$ cat src/hdl/load_cell_adc_serial_reader_assert.svh
// Assertion macros for the load cell ADC serial reader.
// Expects clk and rst_n in the scope of the module that uses them.
`ifndef LOAD_CELL_ADC_SERIAL_READER_ASSERT_SVH
`define LOAD_CELL_ADC_SERIAL_READER_ASSERT_SVH

// Same-cycle implication, checked outside reset.
`define LCASR_ASSERT_IMPLY(label, ante, cons, msg) \
    label: assert property (@(posedge clk) disable iff (!rst_n) (ante) |-> (cons)) \
        else $error(msg);

// Next-cycle implication, checked outside reset.
`define LCASR_ASSERT_NEXT(label, ante, cons, msg) \
    label: assert property (@(posedge clk) disable iff (!rst_n) (ante) |=> (cons)) \
        else $error(msg);

`endif

$ cat src/hdl/lcasr_pkg.sv
// Shared widths, command codes and register indexes of the load cell ADC reader.
// No dependencies; used by the channel interfaces and the top level.
package lcasr_pkg;

    localparam int CMD_W      = 2;
    localparam int READ_W     = 24;
    localparam int WEIGHT_W   = 32;
    localparam int HALF_W     = 8;
    localparam int TIMEOUT_W  = 24;
    localparam int SCALE_W    = 24;
    localparam int FRAC_W     = 8;
    localparam int CFG_IDX_W  = 2;
    localparam int CFG_DATA_W = 24;

    localparam logic [CMD_W-1:0] CMD_NONE  = 2'd0;
    localparam logic [CMD_W-1:0] CMD_TARE  = 2'd1;
    localparam logic [CMD_W-1:0] CMD_WEIGH = 2'd2;

    localparam logic [CFG_IDX_W-1:0] REG_HALF_PERIOD   = 2'd0;
    localparam logic [CFG_IDX_W-1:0] REG_READY_TIMEOUT = 2'd1;
    localparam logic [CFG_IDX_W-1:0] REG_SCALE         = 2'd2;

    localparam logic [HALF_W-1:0]    HALF_RESET    = 8'd1;
    localparam logic [TIMEOUT_W-1:0] TIMEOUT_RESET = 24'd100000;
    localparam logic [SCALE_W-1:0]   SCALE_RESET   = 24'd256;

endpackage

$ cat src/hdl/lcasr_sample_if.sv
// Tick channel of the load cell ADC reader: command and sensor data level.
// Depends on lcasr_pkg for field widths.
interface lcasr_sample_if;
    logic                        valid;
    logic                        ready;
    logic [lcasr_pkg::CMD_W-1:0] cmd;
    logic                        data_level;

    modport source (output valid, output cmd, output data_level, input ready);
    modport sink   (input valid, input cmd, input data_level, output ready);
endinterface

$ cat src/hdl/lcasr_result_if.sv
// Result channel of the load cell ADC reader: one word per tick.
// Depends on lcasr_pkg for field widths.
interface lcasr_result_if;
    logic                           valid;
    logic                           ready;
    logic                           serial_clock;
    logic                           busy_res;
    logic                           done_res;
    logic [lcasr_pkg::READ_W-1:0]   raw_reading;
    logic [lcasr_pkg::READ_W-1:0]   zero_reading;
    logic [lcasr_pkg::WEIGHT_W-1:0] weight;
    logic                           error;

    modport source (output valid, output serial_clock, output busy_res, output done_res,
                    output raw_reading, output zero_reading, output weight, output error,
                    input ready);
    modport sink   (input valid, input serial_clock, input busy_res, input done_res,
                    input raw_reading, input zero_reading, input weight, input error,
                    output ready);
endinterface

$ cat src/hdl/lcasr_cfg_if.sv
// Configuration write channel of the load cell ADC reader.
// Depends on lcasr_pkg for index and data widths.
interface lcasr_cfg_if;
    logic                             valid;
    logic                             ready;
    logic [lcasr_pkg::CFG_IDX_W-1:0]  index;
    logic [lcasr_pkg::CFG_DATA_W-1:0] data;

    modport source (output valid, output index, output data, input ready);
    modport sink   (input valid, input index, input data, output ready);
endinterface

$ cat src/hdl/load_cell_adc_serial_reader.sv
// Load cell ADC serial reader. Every word on the sample channel is one protocol tick and
// yields exactly one result word: serial clock level, busy, done, readings, weight, error.
// A tick's result word is normally held in the output register from the cycle after
// acceptance; the next tick is taken in the cycle that word is consumed. A weigh conversion
// that finishes above the tare with a non-zero scale holds its word back, and takes no new
// tick, while the restoring divide unit produces one quotient bit per cycle.
// Depends on lcasr_pkg, the three channel interfaces and the assertion header.
`include "load_cell_adc_serial_reader_assert.svh"

module load_cell_adc_serial_reader #(
    parameter int DATA_BITS    = 24,
    parameter int EXTRA_PULSES = 1
) (
    input  logic          clk,
    input  logic          rst_n,
    lcasr_sample_if.sink  sample,
    lcasr_result_if.source result,
    lcasr_cfg_if.sink     cfg
);

    localparam int READ_W    = lcasr_pkg::READ_W;
    localparam int WEIGHT_W  = lcasr_pkg::WEIGHT_W;
    localparam int SCALE_W   = lcasr_pkg::SCALE_W;
    localparam int TIMEOUT_W = lcasr_pkg::TIMEOUT_W;
    localparam int HALF_W    = lcasr_pkg::HALF_W;
    localparam int FRAC_W    = lcasr_pkg::FRAC_W;

    localparam int BC_W  = $clog2(DATA_BITS + EXTRA_PULSES + 1);
    localparam int DCNT_W = $clog2(WEIGHT_W);

    localparam logic [BC_W-1:0]      BC_DATA  = BC_W'(DATA_BITS);
    localparam logic [BC_W-1:0]      BC_LAST  = BC_W'(DATA_BITS + EXTRA_PULSES);
    localparam logic [DCNT_W-1:0]    DIV_LAST = DCNT_W'(WEIGHT_W - 1);
    localparam logic [DATA_BITS-1:0] SIGN_BIT = {1'b1, {(DATA_BITS - 1){1'b0}}};

    localparam logic [1:0] PH_IDLE = 2'd0;
    localparam logic [1:0] PH_WAIT = 2'd1;
    localparam logic [1:0] PH_HIGH = 2'd2;
    localparam logic [1:0] PH_LOW  = 2'd3;

    localparam logic SEQ_RUN = 1'b0;
    localparam logic SEQ_DIV = 1'b1;

    // configuration
    logic [HALF_W-1:0]    half_reg;
    logic [TIMEOUT_W-1:0] timeout_reg;
    logic [SCALE_W-1:0]   scale_reg;

    // conversion state; it also forms the held result word
    logic [1:0]           phase_reg, phase_next;
    logic                 op_reg, op_next;
    logic [TIMEOUT_W-1:0] tick_reg, tick_next;
    logic [BC_W-1:0]      bit_reg, bit_next;
    logic [DATA_BITS-1:0] shift_reg, shift_next;
    logic [READ_W-1:0]    last_reg, last_next;
    logic [READ_W-1:0]    tare_reg, tare_next;
    logic [WEIGHT_W-1:0]  weight_reg, weight_next;
    logic                 error_reg, error_next;
    logic                 clock_level_reg, clock_level_next;
    logic                 done_reg, done_next;
    logic                 out_valid_reg, out_valid_next;

    // sequencer and divide unit
    logic                 seq_reg, seq_next;
    logic [DCNT_W-1:0]    div_cnt_reg, div_cnt_next;
    logic [SCALE_W-1:0]   rem_reg, rem_next;
    logic [WEIGHT_W-1:0]  quot_reg, quot_next;

    logic                 in_ready;
    logic                 accept;
    logic [HALF_W-1:0]    half_eff;
    logic [TIMEOUT_W-1:0] tick_inc;
    logic                 finish_now;
    logic [READ_W-1:0]    finish_val;
    logic [READ_W-1:0]    diff;
    logic [SCALE_W:0]     rem_shift;
    logic [SCALE_W:0]     rem_sub;
    logic                 rem_ge;

    assign in_ready     = (seq_reg == SEQ_RUN) && (!out_valid_reg || result.ready);
    assign accept       = sample.valid && in_ready;
    assign sample.ready = in_ready;
    assign cfg.ready    = 1'b1;

    assign half_eff = (half_reg == '0) ? HALF_W'(1) : half_reg;
    assign tick_inc = tick_reg + TIMEOUT_W'(1);

    // compare-subtract: one restoring step per cycle
    assign rem_shift = {rem_reg, quot_reg[WEIGHT_W-1]};
    assign rem_ge    = rem_shift >= {1'b0, scale_reg};
    assign rem_sub   = rem_shift - {1'b0, scale_reg};

    always_comb
    begin
        phase_next       = phase_reg;
        op_next          = op_reg;
        tick_next        = tick_reg;
        bit_next         = bit_reg;
        shift_next       = shift_reg;
        last_next        = last_reg;
        tare_next        = tare_reg;
        weight_next      = weight_reg;
        error_next       = error_reg;
        clock_level_next = clock_level_reg;
        done_next        = done_reg;
        out_valid_next   = out_valid_reg;
        seq_next         = seq_reg;
        div_cnt_next     = div_cnt_reg;
        rem_next         = rem_reg;
        quot_next        = quot_reg;
        finish_now       = 1'b0;
        finish_val       = '0;
        diff             = '0;

        if (out_valid_reg && result.ready)
        begin
            out_valid_next = 1'b0;
        end

        if (accept)
        begin
            done_next      = 1'b0;
            out_valid_next = 1'b1;
            case (phase_reg)
                PH_IDLE:
                begin
                    if (sample.cmd == lcasr_pkg::CMD_TARE || sample.cmd == lcasr_pkg::CMD_WEIGH)
                    begin
                        op_next    = (sample.cmd == lcasr_pkg::CMD_WEIGH);
                        phase_next = PH_WAIT;
                        tick_next  = '0;
                        bit_next   = '0;
                        shift_next = '0;
                    end
                    clock_level_next = 1'b0;
                end
                PH_WAIT:
                begin
                    if (!sample.data_level)
                    begin
                        phase_next       = PH_HIGH;
                        clock_level_next = 1'b1;
                        tick_next        = '0;
                    end
                    else if (tick_reg >= timeout_reg)
                    begin
                        error_next = 1'b1;
                        finish_now = 1'b1;
                    end
                    else
                    begin
                        tick_next = tick_inc;
                    end
                end
                PH_HIGH:
                begin
                    tick_next = tick_inc;
                    if (tick_inc >= TIMEOUT_W'(half_eff))
                    begin
                        phase_next       = PH_LOW;
                        clock_level_next = 1'b0;
                        tick_next        = '0;
                        // sample just after the falling edge
                        if (bit_reg < BC_DATA)
                        begin
                            shift_next = {shift_reg[DATA_BITS-2:0], sample.data_level};
                        end
                        bit_next = bit_reg + BC_W'(1);
                    end
                end
                default:
                begin
                    tick_next = tick_inc;
                    if (tick_inc >= TIMEOUT_W'(half_eff))
                    begin
                        if (bit_reg < BC_LAST)
                        begin
                            phase_next       = PH_HIGH;
                            clock_level_next = 1'b1;
                            tick_next        = '0;
                        end
                        else
                        begin
                            finish_now = 1'b1;
                            finish_val = READ_W'(shift_reg ^ SIGN_BIT);
                        end
                    end
                end
            endcase

            if (finish_now)
            begin
                done_next        = 1'b1;
                phase_next       = PH_IDLE;
                clock_level_next = 1'b0;
                tick_next        = '0;
                if (!op_reg)
                begin
                    tare_next = finish_val;
                end
                else
                begin
                    last_next = finish_val;
                    diff      = finish_val - tare_reg;
                    if (finish_val <= tare_reg)
                    begin
                        weight_next = '0;
                    end
                    else if (scale_reg == '0)
                    begin
                        weight_next = '1;
                    end
                    else
                    begin
                        // hold the word back until the quotient is in
                        out_valid_next = 1'b0;
                        seq_next       = SEQ_DIV;
                        div_cnt_next   = '0;
                        rem_next       = '0;
                        quot_next      = WEIGHT_W'({diff, {FRAC_W{1'b0}}});
                    end
                end
            end
        end

        if (seq_reg == SEQ_DIV)
        begin
            rem_next     = rem_ge ? rem_sub[SCALE_W-1:0] : rem_shift[SCALE_W-1:0];
            quot_next    = {quot_reg[WEIGHT_W-2:0], rem_ge};
            div_cnt_next = div_cnt_reg + DCNT_W'(1);
            if (div_cnt_reg == DIV_LAST)
            begin
                weight_next    = {quot_reg[WEIGHT_W-2:0], rem_ge};
                out_valid_next = 1'b1;
                seq_next       = SEQ_RUN;
            end
        end
    end

    always_ff @(posedge clk or negedge rst_n)
    begin
        if (!rst_n)
        begin
            half_reg        <= lcasr_pkg::HALF_RESET;
            timeout_reg     <= lcasr_pkg::TIMEOUT_RESET;
            scale_reg       <= lcasr_pkg::SCALE_RESET;
            phase_reg       <= PH_IDLE;
            op_reg          <= 1'b0;
            tick_reg        <= '0;
            bit_reg         <= '0;
            shift_reg       <= '0;
            last_reg        <= '0;
            tare_reg        <= '0;
            weight_reg      <= '0;
            error_reg       <= 1'b0;
            clock_level_reg <= 1'b0;
            done_reg        <= 1'b0;
            out_valid_reg   <= 1'b0;
            seq_reg         <= SEQ_RUN;
            div_cnt_reg     <= '0;
        end
        else
        begin
            if (cfg.valid)
            begin
                case (cfg.index)
                    lcasr_pkg::REG_HALF_PERIOD:   half_reg    <= cfg.data[HALF_W-1:0];
                    lcasr_pkg::REG_READY_TIMEOUT: timeout_reg <= cfg.data[TIMEOUT_W-1:0];
                    lcasr_pkg::REG_SCALE:         scale_reg   <= cfg.data[SCALE_W-1:0];
                    default:                      ;
                endcase
            end
            phase_reg       <= phase_next;
            op_reg          <= op_next;
            tick_reg        <= tick_next;
            bit_reg         <= bit_next;
            shift_reg       <= shift_next;
            last_reg        <= last_next;
            tare_reg        <= tare_next;
            weight_reg      <= weight_next;
            error_reg       <= error_next;
            clock_level_reg <= clock_level_next;
            done_reg        <= done_next;
            out_valid_reg   <= out_valid_next;
            seq_reg         <= seq_next;
            div_cnt_reg     <= div_cnt_next;
        end
    end

    // divide operands carry no reset
    always_ff @(posedge clk)
    begin
        rem_reg  <= rem_next;
        quot_reg <= quot_next;
    end

    assign result.valid        = out_valid_reg;
    assign result.serial_clock = clock_level_reg;
    assign result.busy_res     = (phase_reg != PH_IDLE);
    assign result.done_res     = done_reg;
    assign result.raw_reading  = last_reg;
    assign result.zero_reading = tare_reg;
    assign result.weight       = weight_reg;
    assign result.error        = error_reg;

    `LCASR_ASSERT_IMPLY(a_no_take_while_div, seq_reg == SEQ_DIV, !in_ready, "tick taken during divide")
    `LCASR_ASSERT_NEXT(a_div_ends_with_word, (seq_reg == SEQ_DIV) && (div_cnt_reg == DIV_LAST), (seq_reg == SEQ_RUN) && out_valid_reg, "divide did not release the word")
    `LCASR_ASSERT_IMPLY(a_clock_only_high, clock_level_reg, phase_reg == PH_HIGH, "serial clock high outside high phase")
    `LCASR_ASSERT_IMPLY(a_done_is_idle, done_reg, (phase_reg == PH_IDLE) && !clock_level_reg, "done while busy")
    `LCASR_ASSERT_IMPLY(a_bit_count_range, phase_reg != PH_IDLE, bit_reg <= BC_LAST, "bit count overran")

endmodule
$ cat src/flat_wrapper.sv
// flat-port wrapper written by rule: the top's interface ports become plain ports
module load_cell_adc_serial_reader_flat 
#(
    parameter int DATA_BITS    = 24,
    parameter int EXTRA_PULSES = 1
)
  (clk, rst_n, sample_valid, sample_cmd, sample_data_level, sample_ready, result_valid, result_serial_clock, result_busy_res, result_done_res, result_raw_reading, result_zero_reading, result_weight, result_error, result_ready, cfg_valid, cfg_index, cfg_data, cfg_ready);
  lcasr_sample_if sample_i ();
  lcasr_result_if result_i ();
  lcasr_cfg_if cfg_i ();
  input  logic clk;
  input  logic rst_n;
  input wire logic [$bits(sample_i.valid)-1:0] sample_valid;
  input wire logic [$bits(sample_i.cmd)-1:0] sample_cmd;
  input wire logic [$bits(sample_i.data_level)-1:0] sample_data_level;
  output wire logic [$bits(sample_i.ready)-1:0] sample_ready;
  output wire logic [$bits(result_i.valid)-1:0] result_valid;
  output wire logic [$bits(result_i.serial_clock)-1:0] result_serial_clock;
  output wire logic [$bits(result_i.busy_res)-1:0] result_busy_res;
  output wire logic [$bits(result_i.done_res)-1:0] result_done_res;
  output wire logic [$bits(result_i.raw_reading)-1:0] result_raw_reading;
  output wire logic [$bits(result_i.zero_reading)-1:0] result_zero_reading;
  output wire logic [$bits(result_i.weight)-1:0] result_weight;
  output wire logic [$bits(result_i.error)-1:0] result_error;
  input wire logic [$bits(result_i.ready)-1:0] result_ready;
  input wire logic [$bits(cfg_i.valid)-1:0] cfg_valid;
  input wire logic [$bits(cfg_i.index)-1:0] cfg_index;
  input wire logic [$bits(cfg_i.data)-1:0] cfg_data;
  output wire logic [$bits(cfg_i.ready)-1:0] cfg_ready;
  assign sample_i.valid = sample_valid;
  assign sample_i.cmd = sample_cmd;
  assign sample_i.data_level = sample_data_level;
  assign sample_ready = sample_i.ready;
  assign result_valid = result_i.valid;
  assign result_serial_clock = result_i.serial_clock;
  assign result_busy_res = result_i.busy_res;
  assign result_done_res = result_i.done_res;
  assign result_raw_reading = result_i.raw_reading;
  assign result_zero_reading = result_i.zero_reading;
  assign result_weight = result_i.weight;
  assign result_error = result_i.error;
  assign result_i.ready = result_ready;
  assign cfg_i.valid = cfg_valid;
  assign cfg_i.index = cfg_index;
  assign cfg_i.data = cfg_data;
  assign cfg_ready = cfg_i.ready;
  load_cell_adc_serial_reader #(.DATA_BITS(DATA_BITS), .EXTRA_PULSES(EXTRA_PULSES)) u_core (.clk(clk), .rst_n(rst_n), .sample(sample_i), .result(result_i), .cfg(cfg_i));
endmodule
$ cat config.mk
export PLATFORM = sky130hd
export DESIGN_NAME = load_cell_adc_serial_reader_flat
export DESIGN_NICKNAME = d
export VERILOG_FILES = /design/src/hdl/lcasr_pkg.sv /design/src/hdl/lcasr_sample_if.sv /design/src/hdl/lcasr_result_if.sv /design/src/hdl/lcasr_cfg_if.sv /design/src/hdl/load_cell_adc_serial_reader.sv /design/src/flat_wrapper.sv
export VERILOG_INCLUDE_DIRS = /design/src /design/src/hdl
export SDC_FILE = /design/constraint.sdc
export NUM_CORES = 1
export LEC_CHECK = 0
export BUFFER_PORTS_ARGS = -buffer_cell sky130_fd_sc_hd__buf_2
export CAP_MARGIN = 10
export CORE_MARGIN = 10
export CORE_UTILIZATION = 50
export CTS_BUF_LIST = sky130_fd_sc_hd__clkbuf_16
export DETAILED_ROUTE_END_ITERATION = 7
export PLACE_DENSITY = 0.65
export SETUP_SLACK_MARGIN = 0.02
export SKIP_CTS_REPAIR_TIMING = 1
export SLEW_MARGIN = 25
export SYNTH_ARGS = -nofsm -noshare
export SYNTH_HDL_FRONTEND = slang
export SYNTH_SLANG_ARGS = --single-unit
$ cat constraint.sdc
create_clock -name clk -period 12.3 [get_ports clk]
set_clock_uncertainty 0.15 [all_clocks]
set_input_delay 0.615 -clock clk [delete_from_list [all_inputs] [get_ports clk]]
set_output_delay 0.615 -clock clk [all_outputs]
set_load 0.05 [all_outputs]
==> results of run 1 <==
## placed cells by master (no fill, tap or decap), drive strengths merged, types with 20 or more instances in the layout
cell,instances
o21ai,156
nand4,25
mux2i,20
xor2,20
clkbuf,32
edfxtp,56
inv,135
xnor2,28
buf,130
a21o,29
nor2,61
o221a,31
dfrtp,194
a21oi,58
nand2,216
mux2,55
ha,85
## logic make-up after synthesis
logic type | after synthesis | share of synthesized area, %
simple gates | 443 | 14.7
compound gates | 363 | 16.6
flops | 258 | 46.6
buf+inv | 196 | 5.76
fa+ha+maj | 87 | 7.63
mux | 75 | 5.69
xor+xnor | 48 | 2.91
other cells | 1 | 0.0259
## per-layer routing
metal | part of all wire (%) | routed length, microns | track usage, % | vias up
met5 | 0 | 0 | 0 | -
met4 | 2.1 | 730 | 5.01 | 0
met3 | 6.0 | 2110 | 3.70 | 57
met2 | 44 | 15400 | 28.0 | 244
met1 | 48 | 16800 | 27.9 | 5290
li1 | - | - | - | 5406
## area by class of cell
type                    count  share of cell area, %
clock inverters            23                  0.811
flip-flops and latches    258                   41.7
well taps                 384                   2.97
repair buffers            131                   4.31
multi-input cells        1017                   42.6
inverters                 125                   2.90
clock buffers              31                   4.79
## worst max-delay path, delay by kind of cell, from the launching register on
family	cells	cell delay (ns)
buffers and inverters	1	0.60
adders and majority gates	2	0.68
AOI/OAI and AO/OA	8	1.88
and+or+nand+nor	8	2.61
DFF	1	0.49
## metrics by stage
stage / hold WS (ns) / worst slack [ns]
floorplan: 0.169 / 6.82
global placement: 0.307 / 5.78
detailed placement: 0.315 / 5.51
CTS: 0.0677 / 5.51
global route: 0.101 / 4.98
finish: 0.0364 / 5.52
## worst paths after layout
kind / to / cells after the start / slack (ns) / start
max: u_core.rem_reg[10] / 19 / 5.52 / u_core.tick_reg[3]
min: u_core.half_reg[2] / 1 / 0.04 / rst_n
max reg2reg: u_core.rem_reg[10] / 19 / 5.52 / u_core.tick_reg[3]
min reg2reg: u_core.result.raw_reading[9] / 2 / 0.32 / u_core.result.raw_reading[9]
max in group asynchronous: u_core.seq_reg / 2 / 10.72 / rst_n
min in group clk: u_core.half_reg[6] / 3 / 0.16 / cfg_data[6]
## synthesized netlist by cell type, types with 6 or more instances
| cell | n |
|---|---|
| nand2_1 | 216 |
| dfrtp_1 | 194 |
| inv_1 | 125 |
| o21ai_0 | 110 |
| ha_1 | 85 |
| nor2_1 | 61 |
| a21oi_1 | 57 |
| edfxtp_1 | 56 |
| mux2_2 | 54 |
| o21ai_1 | 45 |
| clkbuf_1 | 36 |
| o221a_2 | 31 |
| a21o_1 | 29 |
| xnor2_1 | 28 |
| nand4_1 | 24 |
| buf_2 | 23 |
| mux2i_1 | 20 |
| xor2_1 | 20 |
| nand3_1 | 19 |
| nor3_1 | 18 |
| nor4_1 | 14 |
| and2_1 | 13 |
| and3_1 | 13 |
| nand2b_1 | 13 |
| a22o_1 | 12 |
| a31oi_1 | 12 |
| nor2b_1 | 10 |
| and4_1 | 8 |
| dfstp_2 | 8 |
| buf_6 | 7 |
| a21boi_0 | 6 |
| o31ai_1 | 6 |
| or3_1 | 6 |
## power breakdown
group / internal (W) / switching, W
combinational: 0.000488 / 0.000832
clock: 0.000472 / 0.000347
sequential: 0.00115 / 0.000177
==> results by group, run 1 <==
Worst hold path
  – Worst Hold Class: input pin to asynchronous set/reset pin

Global routing
  – Total Routing Usage GR: 19.0%
  – Initial antenna violation count: 0
  – Vias in the first global route: 10510
  – First-pass GRT wire length: 56500 microns
  – Largest net degree at the start of global routing: 110
  – Total grt overflow: 0

Detailed routing
  – Total number of vias: 10997
  – Pre-antenna DRT Iters: 6
  – Post-route DRC: 0
  – Post-DR wirelength/cell: 17.8 microns
  – Detail Route Antenna Nets: 0
  – DR vias/cell: 5.59
  – DR iter-0 viols: 969
  – WL final: 35100 microns

Layout
  – Fin util: 56.6%
  – Ratio of cells with drive above 1 in the final layout: 18.4%
  – Area of the multi-input gates: 0.00690 sq mm
  – Final Non-Filler Cells: 1969
  – Nets: 1683
  – Ant. Diodes: 0
  – FF/Latch Area: 0.00675 sq mm
  – Synthesis-to-finish area growth: 12.0%
  – FILL cells: 2513
  – Post-route cell area: 0.0162 sq mm

Yosys
  – Seq/Total Area, Yosys: 46.6%
  – Yosys cell types: 79
  – FFs w/ async S/R, synth: 78.3%
  – #FFs+latches synth: 258
  – Ys flop type: dfrtp_1
  – Post-synth top area share: 33.6%
  – Yosys warning count: 0
  – Post-synth EDFFs: 56
  – Post-synthesis cell count: 1471
  – Syn nets: 1592
  – Syn_area_per_cell: 9.84 sq um
  – Synth area leader: dfrtp_1
  – Post-synthesis cell area: 0.0145 sq mm
  – Dominant cells by area after synthesis: dfrtp_1 34%, edfxtp_1 12%, ha_1 7.4%

Floorplan
  – Die X: 190 microns
  – Row cnt: 62
  – Floorplan Core Area: 0.0286 sq mm
  – Die Y: 190 microns
  – Ports: 121
  – Starting density of the core: 50.5%
  – Die ar.: 0.0361 sq mm

Placed design
  – Final RePlAce weighted congestion: 0.887
  – PortBufs: 119
  – Placed cell count: 1915
  – Placed Area: 0.0153 sq mm
  – Detailed Place HPWL: 25600 microns

Clock tree
  – CTS H-tree lvls: 1
  – Clock Tree Buf Depth: 3
  – Root Buffer: clkbuf_16
  – CTS clk-pin slew, worst paths: 0.06 ns
  – Sink Count: 258
  – CTS Buf Count: 29
  – Clk Latency, worst-skew pair: 0.56 ns
  – CTS tree: done

Setup path
  – Worst EP arrival: 6.81 ns
  – Worst setup EP type: flop
  – Critical path cell sequence: nand4_1 -> or4_4 -> or4_1 -> nand4_1 -> a22oi_2 -> a21oi_4 -> nand2_1 -> ha_1 -> fa_1 -> nor2b_1 -> o21ai_0 -> a21oi_1 -> o21ai_0 -> a21oi_1 -> o22a_1 -> o2111a_1 -> nor2b_1 -> or2_2 -> buf_4
  – Crit path kind: flop to flop
  – Required time of the critical path: 12.33 ns
  – Critical path launch point type: flop
  – Slowest-stage cell, CP: or4_4
  – Crit Path Max Fanout: 56
  – CP peak stage delay: 0.69 ns

STA
  – Slew headroom: 34.9%
  – Final worst path period share: 55.1%
  – Final Slew Violations: 0
  – Setup TNS: 0 ns
  – Fin crit period: 6.78 ns
  – Endpoints failing hold: 0
  – Highest clock rate: 0.147 GHz
  – Slew @ Worst Pin: 0.976 ns
  – RSZ-0062 raised after global routing: no
  – Setup violators final: 0

Power
  – Static Leak: 7.66 nW
  – Total power draw: 0.00347 W
  – Pwr Density: 214 mW/mm^2
  – Peak VDD IR: 0.123 mV

Run
  – Max-cap violations: 0

Status
  – Status: finished, final reports clean
(Power assumes the default switching activity.)
==> inputs of run 2 (changes only) <==
==> constraint.sdc (replaced) <==
create_clock -name clk -period 6.4 [get_ports clk]
set_clock_uncertainty 0.15 [all_clocks]
set_input_delay 0.32 -clock clk [delete_from_list [all_inputs] [get_ports clk]]
set_output_delay 0.32 -clock clk [all_outputs]
set_load 0.05 [all_outputs]
==> results by group, run 2 (synthesis gave the netlist of run 1 again) <==
Status
  – Status: finished, final reports clean

Setup path
  – Worst setup EP type: flop
  – Crit Path Max Fanout: 56
  – FF-to-FF Start: u_core.tick_reg[3]
  – Required time of the critical path: 6.48 ns
  – Crit path kind: flop to flop
  – Critical path launch point type: flop
  – Crit path from: u_core.tick_reg[3]
  – Worst EP arrival: 5.89 ns

STA
  – Final Slew Violations: 0
  – Fin crit period: 5.80 ns
  – Final worst path period share: 90.7%
  – Slew @ Worst Pin: 0.993 ns
  – Slew headroom: 33.8%
  – Endpoints failing hold: 0
  – Highest clock rate: 0.172 GHz
  – Setup violators final: 0
  – Setup TNS: 0 ns
  – RSZ-0062 raised after global routing: no

Clock tree
  – CTS H-tree lvls: 1
  – Root Buffer: clkbuf_16
  – CTS clk-pin slew, worst paths: 0.06 ns
  – Clock Tree Buf Depth: 3
  – Sink Count: 258
  – CTS Buf Count: 29
  – Clk Latency, worst-skew pair: 0.56 ns
  – CTS tree: done

Global routing
  – Vias in the first global route: 10489
  – Largest net degree at the start of global routing: 79
  – First-pass GRT wire length: 57100 microns
  – Total Routing Usage GR: 19.2%
  – Initial antenna violation count: 1
  – Total grt overflow: 0

Floorplan
  – Die Y: 190 microns
  – Row cnt: 62
  – Starting density of the core: 50.5%
  – Floorplan Core Area: 0.0286 sq mm
  – Die ar.: 0.0361 sq mm
  – Die X: 190 microns
  – Ports: 121

Layout
  – Nets: 1716
  – Ratio of cells with drive above 1 in the final layout: 18.6%
  – Most common cell after layout, fill and taps aside: nand2_1
  – Commonest non-fill, non-tap cells in the layout: 216 x nand2_1, 193 x dfrtp_1, 127 x inv_1, 118 x buf_2, 110 x o21ai_0
  – FF/Latch Area: 0.00675 sq mm
  – Post-route cell area: 0.0166 sq mm
  – Area of the multi-input gates: 0.00689 sq mm
  – Fin util: 57.9%
  – Final Non-Filler Cells: 2003
  – Synthesis-to-finish area growth: 14.6%
  – FILL cells: 2481

Run
  – Max-cap violations: 0

Placed design
  – PortBufs: 119
  – Placed cell count: 1921
  – Placed Area: 0.0153 sq mm
  – Final RePlAce weighted congestion: 0.878
  – Detailed Place HPWL: 25900 microns

Detailed routing
  – WL final: 36200 microns
  – DR iter-0 viols: 833
  – Pre-antenna DRT Iters: 5
  – Total number of vias: 11159
  – Post-route DRC: 0
  – Post-DR wirelength/cell: 18.1 microns
  – DR vias/cell: 5.57
  – Detail Route Antenna Nets: 0

Worst hold path
  – Worst Hold Class: input pin to flop
  – Hold wc startpoint: sample_cmd[1]

Power
  – Total power draw: 0.00679 W
  – Peak VDD IR: 0.222 mV
  – Static Leak: 7.80 nW
  – Pwr Density: 410 mW/mm^2
[run 2: cell count changes in the layout (fill, tap and decap cells not counted), sizes merged]
cell,change
dlygate4sd3,+27
bufinv,+1
buf,+6
clkbuf,+1
inv,-4
clkinvlp,+3
clkinv,-1
diode,+1
[run 2: report_power, final]
part	internal (W)	leakage [nW]	switching, W
logic	0.000963	4.16	0.00164
registers	0.00221	3.17	0.000293
clock network	0.000981	0.481	0.000704
total	0.00415	7.80	0.00264
[run 2: metrics by stage]
step | setup WS (ns) | hold WS [ns]
CTS | 0.582 | -0.338
detailed placement | 0.603 | 0.256
floorplan | 0.921 | -0.126
finish | 0.598 | 0.0433
global route | 0.176 | 0.0470
global placement | 0.725 | 0.256
[run 2: critical path: stages, from the launching register on]
cell and delay [ns]:
dfrtp_1 0.51, nand4_1 0.14, buf_4 0.20, or4_4 0.55
or4_1 0.54, nand4_1 0.14, a22oi_2 0.12, a21oi_4 0.44
nand2_1 0.17, ha_1 0.24, fa_1 0.41, nor2b_1 0.12
o21ai_0 0.11, a21oi_1 0.17, o21ai_0 0.14, a21oi_1 0.17
o22a_1 0.27, o2111a_1 0.25, nor2b_1 0.17, or2_2 0.15
buf_12 0.29
[run 2: final cells by class]
| class | count | share of cell area (%) |
|---|---|---|
| diodes | 1 | 0.0151 |
| clock buffers | 32 | 4.83 |
| flip-flops and latches | 258 | 40.7 |
| repair buffers | 164 | 6.19 |
| inverters | 125 | 2.83 |
| multi-input cells | 1017 | 41.6 |
| clock inverters | 22 | 1.01 |
| well taps | 384 | 2.90 |
[run 2: per-layer routing]
layer	vias up	GRT usage (%)	wire (microns)
li1	5488	-	-
met1	5350	28.5	17700
met2	267	28.6	15800
met3	54	3.41	1910
met4	0	4.40	779
met5	-	0	0
[run 2: path summary, 6_finish.rpt]
kind / endpoint / slack (ns) / cells after the start
min in group asynchronous: u_core.tick_reg[1] / 0.20 / 2
hold reg to reg: u_core.result.done_res / 0.33 / 2
hold / removal: u_core.op_reg / 0.04 / 3
setup reg to reg: u_core.rem_reg[8] / 0.60 / 20
max in group asynchronous: u_core.result.weight[13] / 4.52 / 3
setup / recovery: u_core.rem_reg[8] / 0.60 / 20
